## src/hw/rtl/viar_pkg.sv

```systemverilog
`default_nettype none

package viar_pkg;

    // Operation carried in tuser of the input channel
    typedef enum logic [2:0] {
        OP_READ  = 3'd0,
        OP_WRITE = 3'd1,
        OP_TICK  = 3'd2,
        OP_CA1   = 3'd3,
        OP_CB1   = 3'd4
    } op_t;

    // Register map
    localparam logic [3:0] REG_ORB    = 4'd0;
    localparam logic [3:0] REG_ORA    = 4'd1;
    localparam logic [3:0] REG_DDRB   = 4'd2;
    localparam logic [3:0] REG_DDRA   = 4'd3;
    localparam logic [3:0] REG_T1CL   = 4'd4;
    localparam logic [3:0] REG_T1CH   = 4'd5;
    localparam logic [3:0] REG_T1LL   = 4'd6;
    localparam logic [3:0] REG_T1LH   = 4'd7;
    localparam logic [3:0] REG_T2CL   = 4'd8;
    localparam logic [3:0] REG_T2CH   = 4'd9;
    localparam logic [3:0] REG_SR     = 4'd10;
    localparam logic [3:0] REG_ACR    = 4'd11;
    localparam logic [3:0] REG_PCR    = 4'd12;
    localparam logic [3:0] REG_IFR    = 4'd13;
    localparam logic [3:0] REG_IER    = 4'd14;
    localparam logic [3:0] REG_ORA_NH = 4'd15;

    // Interrupt flag masks
    localparam logic [6:0] FLAG_CA2 = 7'h01;
    localparam logic [6:0] FLAG_CA1 = 7'h02;
    localparam logic [6:0] FLAG_SR  = 7'h04;
    localparam logic [6:0] FLAG_CB2 = 7'h08;
    localparam logic [6:0] FLAG_CB1 = 7'h10;
    localparam logic [6:0] FLAG_T2  = 7'h20;
    localparam logic [6:0] FLAG_T1  = 7'h40;

    localparam int IN_DATA_W  = 32;
    localparam int IN_USER_W  = 3;
    localparam int OUT_DATA_W = 48;

    typedef struct packed {
        op_t        operation;
        logic [3:0] reg_address;
        logic [7:0] write_data;
        logic [7:0] port_a_pins;
        logic [7:0] port_b_pins;
    } in_item_t;

    typedef struct packed {
        logic [7:0] read_data;
        logic [7:0] port_a_drive;
        logic [7:0] port_a_enable;
        logic [7:0] port_b_drive;
        logic [7:0] port_b_enable;
        logic       irq_out;
    } result_t;

    // Handshake between the input register and the rest of the pipe
    typedef struct packed {
        logic valid;
        logic advance;
    } stage_ctrl_t;

endpackage

`default_nettype wire

```

## src/hw/rtl/viar_in_stage.sv

```systemverilog
`default_nettype none

module viar_in_stage (
    input  wire logic                                aclk,
    input  wire logic                                aresetn,
    input  wire logic                                s_tvalid,
    output logic                                     s_tready,
    // reg_address[3:0], write_data[11:4], port_a_pins[19:12], port_b_pins[27:20]
    input  wire logic [viar_pkg::IN_DATA_W-1:0]      s_tdata,
    // operation[2:0]
    input  wire logic [viar_pkg::IN_USER_W-1:0]      s_tuser,
    input  wire logic                                downstream_free,
    output viar_pkg::stage_ctrl_t                    ctrl,
    output viar_pkg::in_item_t                       item
);
    import viar_pkg::*;

    logic     valid_reg;
    logic     valid_next;
    in_item_t item_reg;
    logic     take;

    assign ctrl.valid   = valid_reg;
    assign ctrl.advance = valid_reg && downstream_free;
    assign s_tready     = !valid_reg || downstream_free;
    assign take         = s_tvalid && s_tready;
    assign item         = item_reg;

    always_comb begin
        valid_next = valid_reg;
        if (take) begin
            valid_next = 1'b1;
        end else if (ctrl.advance) begin
            valid_next = 1'b0;
        end
    end

    always_ff @(posedge aclk) begin
        if (!aresetn) begin
            valid_reg <= 1'b0;
        end else begin
            valid_reg <= valid_next;
        end
    end

    always_ff @(posedge aclk) begin
        if (take) begin
            item_reg.operation   <= op_t'(s_tuser);
            item_reg.reg_address <= s_tdata[3:0];
            item_reg.write_data  <= s_tdata[11:4];
            item_reg.port_a_pins <= s_tdata[19:12];
            item_reg.port_b_pins <= s_tdata[27:20];
        end
    end

endmodule

`default_nettype wire

```

## src/hw/rtl/viar_core.sv

```systemverilog
`default_nettype none

module viar_core (
    input  wire logic                  aclk,
    input  wire logic                  aresetn,
    input  wire viar_pkg::stage_ctrl_t ctrl,
    input  wire viar_pkg::in_item_t    item,
    output viar_pkg::result_t          result
);
    import viar_pkg::*;

    logic [7:0]  ora_reg, ora_next;
    logic [7:0]  orb_reg, orb_next;
    logic [7:0]  ddra_reg, ddra_next;
    logic [7:0]  ddrb_reg, ddrb_next;
    logic [7:0]  latch_a_reg, latch_a_next;
    logic [7:0]  latch_b_reg, latch_b_next;
    logic [15:0] t1_count_reg, t1_count_next;
    logic [15:0] t1_reload_reg, t1_reload_next;
    logic        t1_active_reg, t1_active_next;
    logic [15:0] t2_count_reg, t2_count_next;
    logic [15:0] t2_reload_reg, t2_reload_next;
    logic        t2_active_reg, t2_active_next;
    logic [7:0]  sr_reg, sr_next;
    logic [7:0]  acr_reg, acr_next;
    logic [7:0]  pcr_reg, pcr_next;
    logic [6:0]  ifr_reg, ifr_next;
    logic [6:0]  ier_reg, ier_next;

    logic [7:0]  rd;
    logic [7:0]  pa_val;
    logic [7:0]  pb_in;

    assign pa_val = acr_reg[0] ? latch_a_reg : item.port_a_pins;
    assign pb_in  = acr_reg[1] ? latch_b_reg : item.port_b_pins;

    always_comb begin
        ora_next       = ora_reg;
        orb_next       = orb_reg;
        ddra_next      = ddra_reg;
        ddrb_next      = ddrb_reg;
        latch_a_next   = latch_a_reg;
        latch_b_next   = latch_b_reg;
        t1_count_next  = t1_count_reg;
        t1_reload_next = t1_reload_reg;
        t1_active_next = t1_active_reg;
        t2_count_next  = t2_count_reg;
        t2_reload_next = t2_reload_reg;
        t2_active_next = t2_active_reg;
        sr_next        = sr_reg;
        acr_next       = acr_reg;
        pcr_next       = pcr_reg;
        ifr_next       = ifr_reg;
        ier_next       = ier_reg;
        rd             = 8'h00;

        unique case (item.operation)
            OP_READ: begin
                unique case (item.reg_address)
                    REG_ORB: begin
                        ifr_next = ifr_reg & ~(FLAG_CB1 | FLAG_CB2);
                        rd = (orb_reg & ddrb_reg) | (pb_in & ~ddrb_reg);
                    end
                    REG_ORA: begin
                        ifr_next = ifr_reg & ~(FLAG_CA1 | FLAG_CA2);
                        rd = pa_val;
                    end
                    REG_DDRB: rd = ddrb_reg;
                    REG_DDRA: rd = ddra_reg;
                    REG_T1CL: begin
                        ifr_next = ifr_reg & ~FLAG_T1;
                        rd = t1_count_reg[7:0];
                    end
                    REG_T1CH: rd = t1_count_reg[15:8];
                    REG_T1LL: rd = t1_reload_reg[7:0];
                    REG_T1LH: rd = t1_reload_reg[15:8];
                    REG_T2CL: begin
                        ifr_next = ifr_reg & ~FLAG_T2;
                        rd = t2_count_reg[7:0];
                    end
                    REG_T2CH: rd = t2_count_reg[15:8];
                    REG_SR: begin
                        ifr_next = ifr_reg & ~FLAG_SR;
                        rd = sr_reg;
                    end
                    REG_ACR:    rd = acr_reg;
                    REG_PCR:    rd = pcr_reg;
                    REG_IFR:    rd = {|(ifr_reg & ier_reg), ifr_reg};
                    REG_IER:    rd = {1'b1, ier_reg};
                    REG_ORA_NH: rd = pa_val;
                endcase
            end
            OP_WRITE: begin
                unique case (item.reg_address)
                    REG_ORB: begin
                        ifr_next = ifr_reg & ~(FLAG_CB1 | FLAG_CB2);
                        orb_next = item.write_data;
                    end
                    REG_ORA: begin
                        ifr_next = ifr_reg & ~(FLAG_CA1 | FLAG_CA2);
                        ora_next = item.write_data;
                    end
                    REG_DDRB: ddrb_next = item.write_data;
                    REG_DDRA: ddra_next = item.write_data;
                    REG_T1CL, REG_T1LL: begin
                        t1_reload_next = {t1_reload_reg[15:8], item.write_data};
                    end
                    REG_T1CH: begin
                        // load high latch and start timer 1
                        t1_reload_next = {item.write_data, t1_reload_reg[7:0]};
                        t1_count_next  = {item.write_data, t1_reload_reg[7:0]};
                        t1_active_next = 1'b1;
                        ifr_next       = ifr_reg & ~FLAG_T1;
                        if (acr_reg[7]) begin
                            orb_next[7] = 1'b0;
                        end
                    end
                    REG_T1LH: begin
                        t1_reload_next = {item.write_data, t1_reload_reg[7:0]};
                        ifr_next       = ifr_reg & ~FLAG_T1;
                    end
                    REG_T2CL: begin
                        t2_reload_next = {t2_reload_reg[15:8], item.write_data};
                    end
                    REG_T2CH: begin
                        t2_reload_next = {item.write_data, t2_reload_reg[7:0]};
                        t2_count_next  = {item.write_data, t2_reload_reg[7:0]};
                        t2_active_next = 1'b1;
                        ifr_next       = ifr_reg & ~FLAG_T2;
                    end
                    REG_SR: begin
                        ifr_next = ifr_reg & ~FLAG_SR;
                        sr_next  = item.write_data;
                    end
                    REG_ACR: acr_next = item.write_data;
                    REG_PCR: pcr_next = item.write_data;
                    REG_IFR: ifr_next = ifr_reg & ~item.write_data[6:0];
                    REG_IER: begin
                        if (item.write_data[7]) begin
                            ier_next = ier_reg | item.write_data[6:0];
                        end else begin
                            ier_next = ier_reg & ~item.write_data[6:0];
                        end
                    end
                    REG_ORA_NH: ora_next = item.write_data;
                endcase
            end
            OP_TICK: begin
                if (t1_count_reg == 16'h0000) begin
                    if (t1_active_reg) begin
                        ifr_next = ifr_reg | FLAG_T1;
                        if (acr_reg[7]) begin
                            orb_next[7] = 1'b1;
                        end
                    end
                    if (acr_reg[6]) begin
                        t1_count_next = t1_reload_reg;
                    end else begin
                        t1_active_next = 1'b0;
                        t1_count_next  = 16'hffff;
                    end
                end else begin
                    t1_count_next = t1_count_reg - 16'd1;
                end
                if (t2_count_reg == 16'h0000) begin
                    if (t2_active_reg) begin
                        ifr_next = ifr_next | FLAG_T2;
                    end
                    t2_active_next = 1'b0;
                    t2_count_next  = 16'hffff;
                end else begin
                    t2_count_next = t2_count_reg - 16'd1;
                end
            end
            OP_CA1: begin
                ifr_next = ifr_reg | FLAG_CA1;
                if (acr_reg[0]) begin
                    latch_a_next = item.port_a_pins;
                end
            end
            OP_CB1: begin
                ifr_next = ifr_reg | FLAG_CB1;
                if (acr_reg[1]) begin
                    latch_b_next = item.port_b_pins;
                end
            end
            default: begin
            end
        endcase
    end

    assign result.read_data     = rd;
    assign result.port_a_drive  = ora_next;
    assign result.port_a_enable = ddra_next;
    assign result.port_b_drive  = orb_next;
    assign result.port_b_enable = ddrb_next;
    assign result.irq_out       = |(ifr_next & ier_next);

    always_ff @(posedge aclk) begin
        if (!aresetn) begin
            ora_reg       <= 8'h00;
            orb_reg       <= 8'h00;
            ddra_reg      <= 8'h00;
            ddrb_reg      <= 8'h00;
            latch_a_reg   <= 8'h00;
            latch_b_reg   <= 8'h00;
            t1_count_reg  <= 16'h0000;
            t1_reload_reg <= 16'h0000;
            t1_active_reg <= 1'b0;
            t2_count_reg  <= 16'h0000;
            t2_reload_reg <= 16'h0000;
            t2_active_reg <= 1'b0;
            sr_reg        <= 8'h00;
            acr_reg       <= 8'h00;
            pcr_reg       <= 8'h00;
            ifr_reg       <= 7'h00;
            ier_reg       <= 7'h00;
        end else if (ctrl.advance) begin
            ora_reg       <= ora_next;
            orb_reg       <= orb_next;
            ddra_reg      <= ddra_next;
            ddrb_reg      <= ddrb_next;
            latch_a_reg   <= latch_a_next;
            latch_b_reg   <= latch_b_next;
            t1_count_reg  <= t1_count_next;
            t1_reload_reg <= t1_reload_next;
            t1_active_reg <= t1_active_next;
            t2_count_reg  <= t2_count_next;
            t2_reload_reg <= t2_reload_next;
            t2_active_reg <= t2_active_next;
            sr_reg        <= sr_next;
            acr_reg       <= acr_next;
            pcr_reg       <= pcr_next;
            ifr_reg       <= ifr_next;
            ier_reg       <= ier_next;
        end
    end

`ifndef ASSERT_OFF
    a_t1_start: assert property (@(posedge aclk) disable iff (!aresetn)
        ctrl.advance && item.operation == OP_WRITE && item.reg_address == REG_T1CH
        |=> t1_active_reg && t1_count_reg == t1_reload_reg && !ifr_reg[6])
        else $error("timer 1 start did not load count and clear flag");

    a_t2_timeout: assert property (@(posedge aclk) disable iff (!aresetn)
        ctrl.advance && item.operation == OP_TICK && t2_count_reg == 16'h0000
        |=> !t2_active_reg && t2_count_reg == 16'hffff)
        else $error("timer 2 did not wrap after timeout");

    a_hold_state: assert property (@(posedge aclk) disable iff (!aresetn)
        !ctrl.advance |=> $stable(ifr_reg) && $stable(t1_count_reg) && $stable(orb_reg))
        else $error("state changed without an accepted word");

    a_ca1_flag: assert property (@(posedge aclk) disable iff (!aresetn)
        ctrl.advance && item.operation == OP_CA1 |=> ifr_reg[1])
        else $error("CA1 edge did not set its flag");

    a_advance_valid: assert property (@(posedge aclk) disable iff (!aresetn)
        ctrl.advance |-> ctrl.valid)
        else $error("pipe advanced with no word held");
`endif

endmodule

`default_nettype wire

```

## src/hw/rtl/viar_out_stage.sv

```systemverilog
`default_nettype none

module viar_out_stage (
    input  wire logic                              aclk,
    input  wire logic                              aresetn,
    input  wire logic                              load,
    input  wire viar_pkg::result_t                 result,
    output logic                                   free,
    output logic                                   m_tvalid,
    input  wire logic                              m_tready,
    // read_data[7:0], port_a_drive[15:8], port_a_enable[23:16],
    // port_b_drive[31:24], port_b_enable[39:32], irq_out[40]
    output logic [viar_pkg::OUT_DATA_W-1:0]        m_tdata
);
    import viar_pkg::*;

    logic    valid_reg;
    logic    valid_next;
    result_t data_reg;

    assign free     = !valid_reg || m_tready;
    assign m_tvalid = valid_reg;
    assign m_tdata  = {7'd0, data_reg.irq_out, data_reg.port_b_enable,
                       data_reg.port_b_drive, data_reg.port_a_enable,
                       data_reg.port_a_drive, data_reg.read_data};

    always_comb begin
        valid_next = valid_reg;
        if (load) begin
            valid_next = 1'b1;
        end else if (m_tready) begin
            valid_next = 1'b0;
        end
    end

    always_ff @(posedge aclk) begin
        if (!aresetn) begin
            valid_reg <= 1'b0;
        end else begin
            valid_reg <= valid_next;
        end
    end

    always_ff @(posedge aclk) begin
        if (load) begin
            data_reg <= result;
        end
    end

endmodule

`default_nettype wire

```

## src/hw/rtl/versatile_interface_adapter_regs_top.sv

```systemverilog
// Register model of a two-port interface adapter with two timers.
// Input channel (s_*): one word per operation. s_tuser carries the
//   operation (read, write, timer tick, CA1 edge, CB1 edge); s_tdata
//   carries register address, write byte and the port A/B pin levels.
// Result channel (m_*): exactly one word per input word, in order:
//   read byte (zero unless a read), port A/B drive and direction values
//   and the interrupt line, all as they stand after the operation.
// Path: an accepted word is held in the input register; its result is loaded
//   into the result register once that is free, and then shows on m_tvalid.
// Throughput: one word per cycle unless m_tready stalls; each word's update is
//   a single pass of logic between the input and result registers.
// Stall: while m_tready is low the result register holds its word, one
//   more word waits in the input register, and then s_tready drops.
// Reset (aresetn low, synchronous): both pipe registers empty, all
//   adapter registers, timers, latches, flags and enables cleared.
`default_nettype none

module versatile_interface_adapter_regs_top (
    input  wire logic                              aclk,
    input  wire logic                              aresetn,
    input  wire logic                              s_tvalid,
    output logic                                   s_tready,
    // reg_address[3:0], write_data[11:4], port_a_pins[19:12],
    // port_b_pins[27:20], zero fill [31:28]
    input  wire logic [viar_pkg::IN_DATA_W-1:0]    s_tdata,
    // operation[2:0]
    input  wire logic [viar_pkg::IN_USER_W-1:0]    s_tuser,
    output logic                                   m_tvalid,
    input  wire logic                              m_tready,
    // read_data[7:0], port_a_drive[15:8], port_a_enable[23:16],
    // port_b_drive[31:24], port_b_enable[39:32], irq_out[40], zero fill [47:41]
    output logic [viar_pkg::OUT_DATA_W-1:0]        m_tdata
);
    import viar_pkg::*;

    stage_ctrl_t ctrl;
    in_item_t    item;
    result_t     result;
    logic        out_free;

    // Hold the incoming word until the result register can take its result
    viar_in_stage u_in (
        .aclk            (aclk),
        .aresetn         (aresetn),
        .s_tvalid        (s_tvalid),
        .s_tready        (s_tready),
        .s_tdata         (s_tdata),
        .s_tuser         (s_tuser),
        .downstream_free (out_free),
        .ctrl            (ctrl),
        .item            (item)
    );

    // Update the register file as the word advances
    viar_core u_core (
        .aclk    (aclk),
        .aresetn (aresetn),
        .ctrl    (ctrl),
        .item    (item),
        .result  (result)
    );

    // Hold the result until the receiver takes it
    viar_out_stage u_out (
        .aclk     (aclk),
        .aresetn  (aresetn),
        .load     (ctrl.advance),
        .result   (result),
        .free     (out_free),
        .m_tvalid (m_tvalid),
        .m_tready (m_tready),
        .m_tdata  (m_tdata)
    );

endmodule

`default_nettype wire
```

## config.mk

```make
export PLATFORM = sky130hd
export DESIGN_NAME = versatile_interface_adapter_regs_top
export DESIGN_NICKNAME = d
export VERILOG_FILES = /design/src/hw/rtl/viar_pkg.sv /design/src/hw/rtl/viar_in_stage.sv /design/src/hw/rtl/viar_core.sv /design/src/hw/rtl/viar_out_stage.sv /design/src/hw/rtl/versatile_interface_adapter_regs_top.sv
export SDC_FILE = /design/constraint.sdc
export NUM_CORES = 1
export LEC_CHECK = 0
export BUFFER_PORTS_ARGS = -buffer_cell sky130_fd_sc_hd__buf_2
export CAP_MARGIN = 0
export CORE_MARGIN = 2
export CORE_UTILIZATION = 50
export CTS_BUF_LIST = sky130_fd_sc_hd__clkbuf_8 sky130_fd_sc_hd__clkbuf_16
export CTS_CLUSTER_SIZE = 20
export DETAILED_ROUTE_END_ITERATION = 10
export HOLD_SLACK_MARGIN = 0.06
export PLACE_DENSITY = 0.67
export SETUP_SLACK_MARGIN = 0.05
export SKIP_CTS_REPAIR_TIMING = 1
export SYNTH_ARGS = -nofsm -noshare
export SYNTH_HDL_FRONTEND = slang
export SYNTH_HIERARCHICAL = 1
export SYNTH_SLANG_ARGS = --single-unit
```

## constraint.sdc

```tcl
create_clock -name aclk -period 2.95 [get_ports aclk]
set_clock_uncertainty 0.15 [all_clocks]
set_input_delay 0.1475 -clock aclk [delete_from_list [all_inputs] [get_ports aclk]]
set_output_delay 0.1475 -clock aclk [all_outputs]
set_load 0.02 [all_outputs]
```

Yosys cells after proc, flatten, opt, wreduce, memory -nomap -nowiden. Cells that the tools add are included.

Add/sub/neg operators: 2. Multiply operators: 0. Divide/modulo/power cells: 0. $lt $le $gt $ge: 0. Equal/unequal tests: 24. Shifts and indexed selects: 0. Muxes and demuxes: 47. Bitwise gates (word level): 13. Reductions and logical operators: 30.

Operators with widths (count): $pmux W8 S15 (1); $pmux W16 S2 (3); $mux W16 (5); $pmux W7 S5 (2); $mux W8 (8); $mux W7 (7); $pmux W7 S6 (1); $eq A4 B4 Y1 const B (8); $logic_not A16 Y1 (2); $sub A16 B1 Y16 const B (2); $and A7 B7 Y7 (4); $reduce_and A3 Y1 (7); $and A8 B8 Y8 (2); $eq A4 B3 Y1 const B (4); $pmux W8 S2 (1); $reduce_and A4 Y1 (4); $reduce_or A7 Y1 (2); $mux W1 (13); $mux W6 (2); $eq A4 B2 Y1 const B (2); $not A8 Y8 (1); $or A8 B8 Y8 (1); $pmux W1 S2 (4); $not A7 Y7 (1); other kinds (16) (29).

Register bits: 218. Latch bits: 0. Bits in writable memories: 0. Bits in read-only memories: 0. Bits of input ports: 39. Output and inout port bits: 50. Word-level logic and storage cells: 147. Memories: 0.

Depth between registers and ports, before layout. Gate-level depths: netlist of the first run.

Depth in word-level cells: 7. Mapped depth: 9. Mapped depth without buffers: 7.

By module. The synthesis of the first run kept the hierarchy.

Modules (own cells, without submodules): viar_core (times used 1, cells each 1065, area each 8842.2 µm², seq. area each 2882.8 µm²); viar_out_stage (times used 1, cells each 53, area each 1336.3 µm², seq. area each 1251.2 µm²); viar_in_stage (times used 1, cells each 38, area each 1003.5 µm², seq. area each 950.9 µm²).

Worst setup path after synthesis of the first run. No wires, ideal clock.

Path kind: register to register. From: register u_out.valid_reg, in the netlist u_out/m_tvalid. To: register u_core.sr_reg[0]. Library setup time: 0.128 ns. Arrival: 2.460 ns. Required time: 2.672 ns. Path slack: 0.212 ns. Cell stages (with the launch flop): 9. Path buffers: 1. Period minus slack after synthesis: 2.738 ns. Cells stage by stage: dfxtp_1 -> nand2b_4 -> and2_2 -> or4bb_1 -> clkbuf_1 -> nor2_2 -> nand2_2 -> mux2i_1 -> nor2_1.

RTL lines: from (decl) (RTL line viar_out_stage.sv:17) `logic valid_reg;`; from (signal assigned) (RTL line viar_out_stage.sv:40) `valid_reg <= valid_next;`; to (signal assigned) (RTL line viar_core.sv:231) `sr_reg <= sr_next;`; to (decl) (RTL line viar_core.sv:24) `logic [7:0] sr_reg, sr_next;`.

==> results of run 1 <==
-- layer usage --
metal,up-vias,part of all wire,wire (um),GRT usage
li1,4506,-,-,-
met1,4662,0.43,14900,0.404
met2,478,0.44,15100,0.408
met3,70,0.092,3180,0.0530
met4,0,0.034,1180,0.0944
met5,-,0,0,0
-- layout make-up --
type | instances | area [um2]
Clock buffer | 27 | 653
Clock inverter | 19 | 144
Fill cell | 1905 | 8740
Inverter | 25 | 95.1
Multi-Input combinational cell | 820 | 5580
Sequential cell | 218 | 5080
Tap cell | 280 | 350
Timing Repair Buffer | 175 | 1250
-- layout by cell type (no fill, tap or decap), drive strengths merged, types with 13 or more instances in the layout --
cell / count
dfxtp: 146
buf: 140
nor2: 123
mux2i: 88
nand2: 76
edfxtp: 72
a21oi: 71
o21ai: 58
mux2: 55
nand3: 49
dlygate4sd3: 35
inv: 33
clkbuf: 27
nor3: 18
nand4: 16
a22oi: 13
a31oi: 13
or2: 13
-- through the flow --
stage | cells | worst slack (ps)
6_report | 1564 | 287
3_5_place_dp | 1483 | 387
3_3_place_gp | 1483 | 389
2_1_floorplan | 1161 | 212
4_1_cts | 1529 | 392
5_1_grt | 1564 | 256
-- worst register-to-register path: cells and delay by family, from the launching register on --
kind	cells	cell delay [ps]
buffers and inverters	2	490
AND/OR/NAND/NOR	3	950
flip-flops	1	470
AO/OA/AOI/OAI	2	340
-- power groups by stage --
stage / Clock (uW) / Sequential (uW) / Combinational (uW)
3_3_place_gp: 0 / 3300 / 685
3_5_place_dp: 0 / 3310 / 690
4_1_cts: 3040 / 3240 / 694
5_1_grt: 3160 / 3250 / 792
2_1_floorplan: 0 / 3300 / 454
6_report: 2990 / 3250 / 747
-- path summary, 6_finish.rpt --
path,start,endpoint,slack (ps),cells past startpoint
setup reg to reg,u_in/item[27],u_out/m_tdata[40],290,7
hold reg to reg,u_core/t2_reload_reg[0],u_core/t2_reload_reg[0],310,2
setup / recovery,u_in/item[27],u_out/m_tdata[40],290,7
hold / removal,s_tdata[4],u_in/item[16],180,2
==> metrics.yaml, run 1 <==
track_usage: 0.276
finalPower_uw: 6990
clock_sinks: 218
grt_pass1_wl_um: 51400
grt_pass1_vias: 8822
hold_path.class: "in2reg"
antenna_cells: 0
synth.avg_cell_area_um2: 9.67
post_dp_cell_area_um2: 12000
crit_chain: "buf_4 > or2_2 > nor3_1 > buf_4 > o21ai_0 > a32oi_1 > nand4_1"
p_int_uw: 5220
p_clk_frac: 0.429
ir_worst_vdd_mv: 0.550
gp_congestion: 1.02
setup_violations: 0
max_cap_violations: 0
power_density_nw_per_um2: 531
antenna_found_initial: 0
first_pass_iters: 6
wl_per_cell_um: 22.0
ioPinCount: 89
start_util: 0.510
crit_path_max_fanout: 28
worstSetupPathType: "reg2reg"
rsz0062_at_grt: "no"
fp.dieH_um: 153
syn_to_final_growth_pct: 17.7
final.setup.tns_ps: 0
synthCells: 1155
cts_made_buffers: 25
cts_tree: "built"
syn-cell-area_um2: 11200
path_buf_inv: 2
nets: 1308
core_um2: 21900
leakagePower_uw: 0.00525
largest_register_ffs: 41
dieArea_um2: 23600
insertion_delay_ps: 530
max_freq_ghz: 0.376
layout-drive-gt1-share: 0.219
crit_top_cell: "buf_4"
num_rows: 54
drc: 0
slowest_stage: "edfxtp_1"
crit_path_end_kind: "flip-flop"
worstPathArrival_ps: 2760
slowest_delay_ps: 470
pwr-share-comb: 0.107
yosysWarnings: 6
first_iter_violations: 1054
routed_wirelength_um: 34400
timing.hold.ws_ps: 184
dp_hpwl_um: 23400
p_sw_uw: 1760
status: "complete, no violations"
fin_crit_sh: 0.903
cts_root_buf: "clkbuf_16"
cts.path.max_buffers: 3
final_cell_area_um2: 13200
dr_total_vias: 9716
utilization: 0.601
postRouteAntennaNets: 0
clkTransAtPathRegs_ps: 60
max_slew_margin: 0.393
cp_data_required_time_ps: 3050
overflow: 0
critical-path-top-delay-family: "simple AND/OR/NAND/NOR gates"
p_sw_frac: 0.252
io_buffer_count: 77
grt_max_degree: 93
fp.dieW_um: 153
worst_pin_slew_ps: 911
crit_path_start_kind: "flip-flop"
finalMaxSlewViolations: 0
h-tree-depth: 1
viasPerCell: 6.21
power_frac_seq: 0.465
period_minus_slack_ps: 2660
final_hold_viol_count: 0
(Power assumes the default switching activity.)
==> run 2: changes to the inputs <==
Settings changed: MAX_ROUTING_LAYER from default to met4.
==> run 2 against run 1 <==
Via count decreased by 0.24%. Routed wire length rose by 0.88%. Sequential share of layout area decreased by 0.066 points. Non-clock buffer count did not move. Count of clock-buffer cells in the layout is 2 lower. First-iteration DRC count is 1.6% higher. Fmax is 2.4% higher. Setup slack better by 62 ps. Worst hold slack lost 21 ps.
==> metrics.yaml, run 2 (same netlist as run 1, synthesis figures left out) <==
worstSetupPathType: "reg2reg"
crit_path_max_fanout: 20  # -29%
power_density_nw_per_um2: 529  # -0.36%
first_pass_iters: 6  # unchanged
cts_root_buf: "clkbuf_16"
layout_common_cells: "dfxtp_1 (146), nor2_1 (118), mux2i_1 (88), buf_2 (77), nand2_1 (73)"
crit_path_end_kind: "flip-flop"
max_cap_violations: 0  # unchanged
slowest_delay_ps: 560  # +90 ps
cts_tree: "built"
final_cell_area_um2: 13200  # +0.17%
max_freq_ghz: 0.385  # +2.4%
final_hold_viol_count: 0  # unchanged
fp.dieW_um: 153  # unchanged
setup_violations: 0  # unchanged
grt_max_degree: 118  # +27%
path_buf_inv: 2  # unchanged
final.setup.tns_ps: 0  # unchanged
crit_path_start_kind: "flip-flop"
clock_sinks: 218  # unchanged
period_minus_slack_ps: 2600  # -62.3 ps
routed_wirelength_um: 34700  # +0.88%
largest_register_ffs: 41  # unchanged
slowest_stage: "edfxtp_1"
max_slew_margin: 0.451  # +0.0589
viasPerCell: 6.20  # -0.17%
startpoint: "u_in/item[24]"
fin_crit_sh: 0.882  # -0.0211
first_iter_violations: 1071  # +1.6%
post-place-cells: 1483  # unchanged
worst_pin_slew_ps: 817  # -93.8 ps
dieArea_um2: 23600  # unchanged
start_util: 0.510  # unchanged
dp_hpwl_um: 24000  # +2.4%
dr_total_vias: 9693  # -0.24%
postRouteAntennaNets: 0  # unchanged
cts_made_buffers: 24  # -4.0%
status: "complete, no violations"
crit_top_cell: "buf_4"
overflow: 0  # unchanged
drc: 0  # unchanged
finalPower_uw: 6970  # -0.19%
cts.path.max_buffers: 3  # unchanged
hold_path.class: "in2reg"
worstPathArrival_ps: 2830  # +70 ps
grt_pass1_vias: 8938  # +1.3%
instances_no_fill: 1563  # -0.064%
post_dp_cell_area_um2: 12000  # +0.31%
finalMaxSlewViolations: 0  # unchanged
wl_per_cell_um: 22.2  # +0.95%
antenna_found_initial: 1  # +1
insertion_delay_ps: 550  # +20 ps
num_rows: 54  # unchanged
ioPinCount: 89  # unchanged
critical-path-top-delay-family: "simple AND/OR/NAND/NOR gates"
cp_data_required_time_ps: 3180  # +130 ps
crit_chain: "buf_4 > nand4bb_1 > o21ai_1 > and2_1 > buf_4 > mux2i_1 > o21ai_0"
leakagePower_uw: 0.00526  # +0.21%
syn_to_final_growth_pct: 17.9
track_usage: 0.291  # +0.0156
min_from: "s_tdata[14]"
io_buffer_count: 77  # unchanged
fp.dieH_um: 153  # unchanged
nets: 1307  # -0.076%
core_um2: 21900  # unchanged
rsz0062_at_grt: "no"
nFillCells: 1887  # -0.94%
r2r_start: "u_in/item[24]"
clkTransAtPathRegs_ps: 60  # about the same
final_common_cell: "dfxtp_1"
h-tree-depth: 1  # unchanged
grt_pass1_wl_um: 52500  # +2.1%
gp_congestion: 1.00  # -1.5%
layout-drive-gt1-share: 0.215  # -0.00434
ir_worst_vdd_mv: 0.471  # -14%
[run 2: worst paths after layout]
| path | endpoint | cells after the start | slack (ps) |
|---|---|---|---|
| hold reg to reg | u_core/t2_reload_reg[3] | 2 | 300 |
| setup reg to reg | u_core/t1_count_reg[15] | 7 | 350 |
| hold / removal | u_in/item[10] | 2 | 160 |
| setup / recovery | u_core/t1_count_reg[15] | 7 | 350 |
[run 2: metal layers]
layer,vias to the layer above,GRT usage,part of all wire
met5,-,-,0
met2,466,0.427,0.44
met1,4640,0.414,0.44
met3,72,0.0516,0.093
met4,0,0.0856,0.028
li1,4515,-,-
[run 2: final cells by class]
| class | count | area, um2 | area share |
|---|---|---|---|
| clock inverter | 19 | 165 | 0.0125 |
| antenna | 1 | 2.50 | 0.000190 |
| sequential | 218 | 5080 | 0.386 |
| inverter | 25 | 95.1 | 0.00722 |
| timing repair buffer | 175 | 1280 | 0.0974 |
| tap | 280 | 350 | 0.0266 |
| multi-input combinational | 820 | 5580 | 0.423 |
| clock buffer | 25 | 614 | 0.0466 |
[run 2: through the flow]
stage                     utilization  hold WS [ps]  worst slack [ps]
after global placement          0.550           174               462
after floorplan                     -          96.4               212
after detailed placement        0.550           176               425
final                           0.602           164               349
after global routing            0.602           167               230
after CTS                       0.586          -380               405
[run 2: worst reg2reg max path: stages, from the launching register on]
cell and delay (ps):
edfxtp_1 560, buf_4 320, nand4bb_1 240, o21ai_1 270
and2_1 390, buf_4 250, mux2i_1 180, o21ai_0 90
[run 2: power by group]
part | leakage [uW] | switching (uW) | internal (uW)
clock | 0.000422 | 1220 | 1760
combinational | 0.00295 | 461 | 289
sequential | 0.00189 | 72.4 | 3170
total | 0.00526 | 1750 | 5220
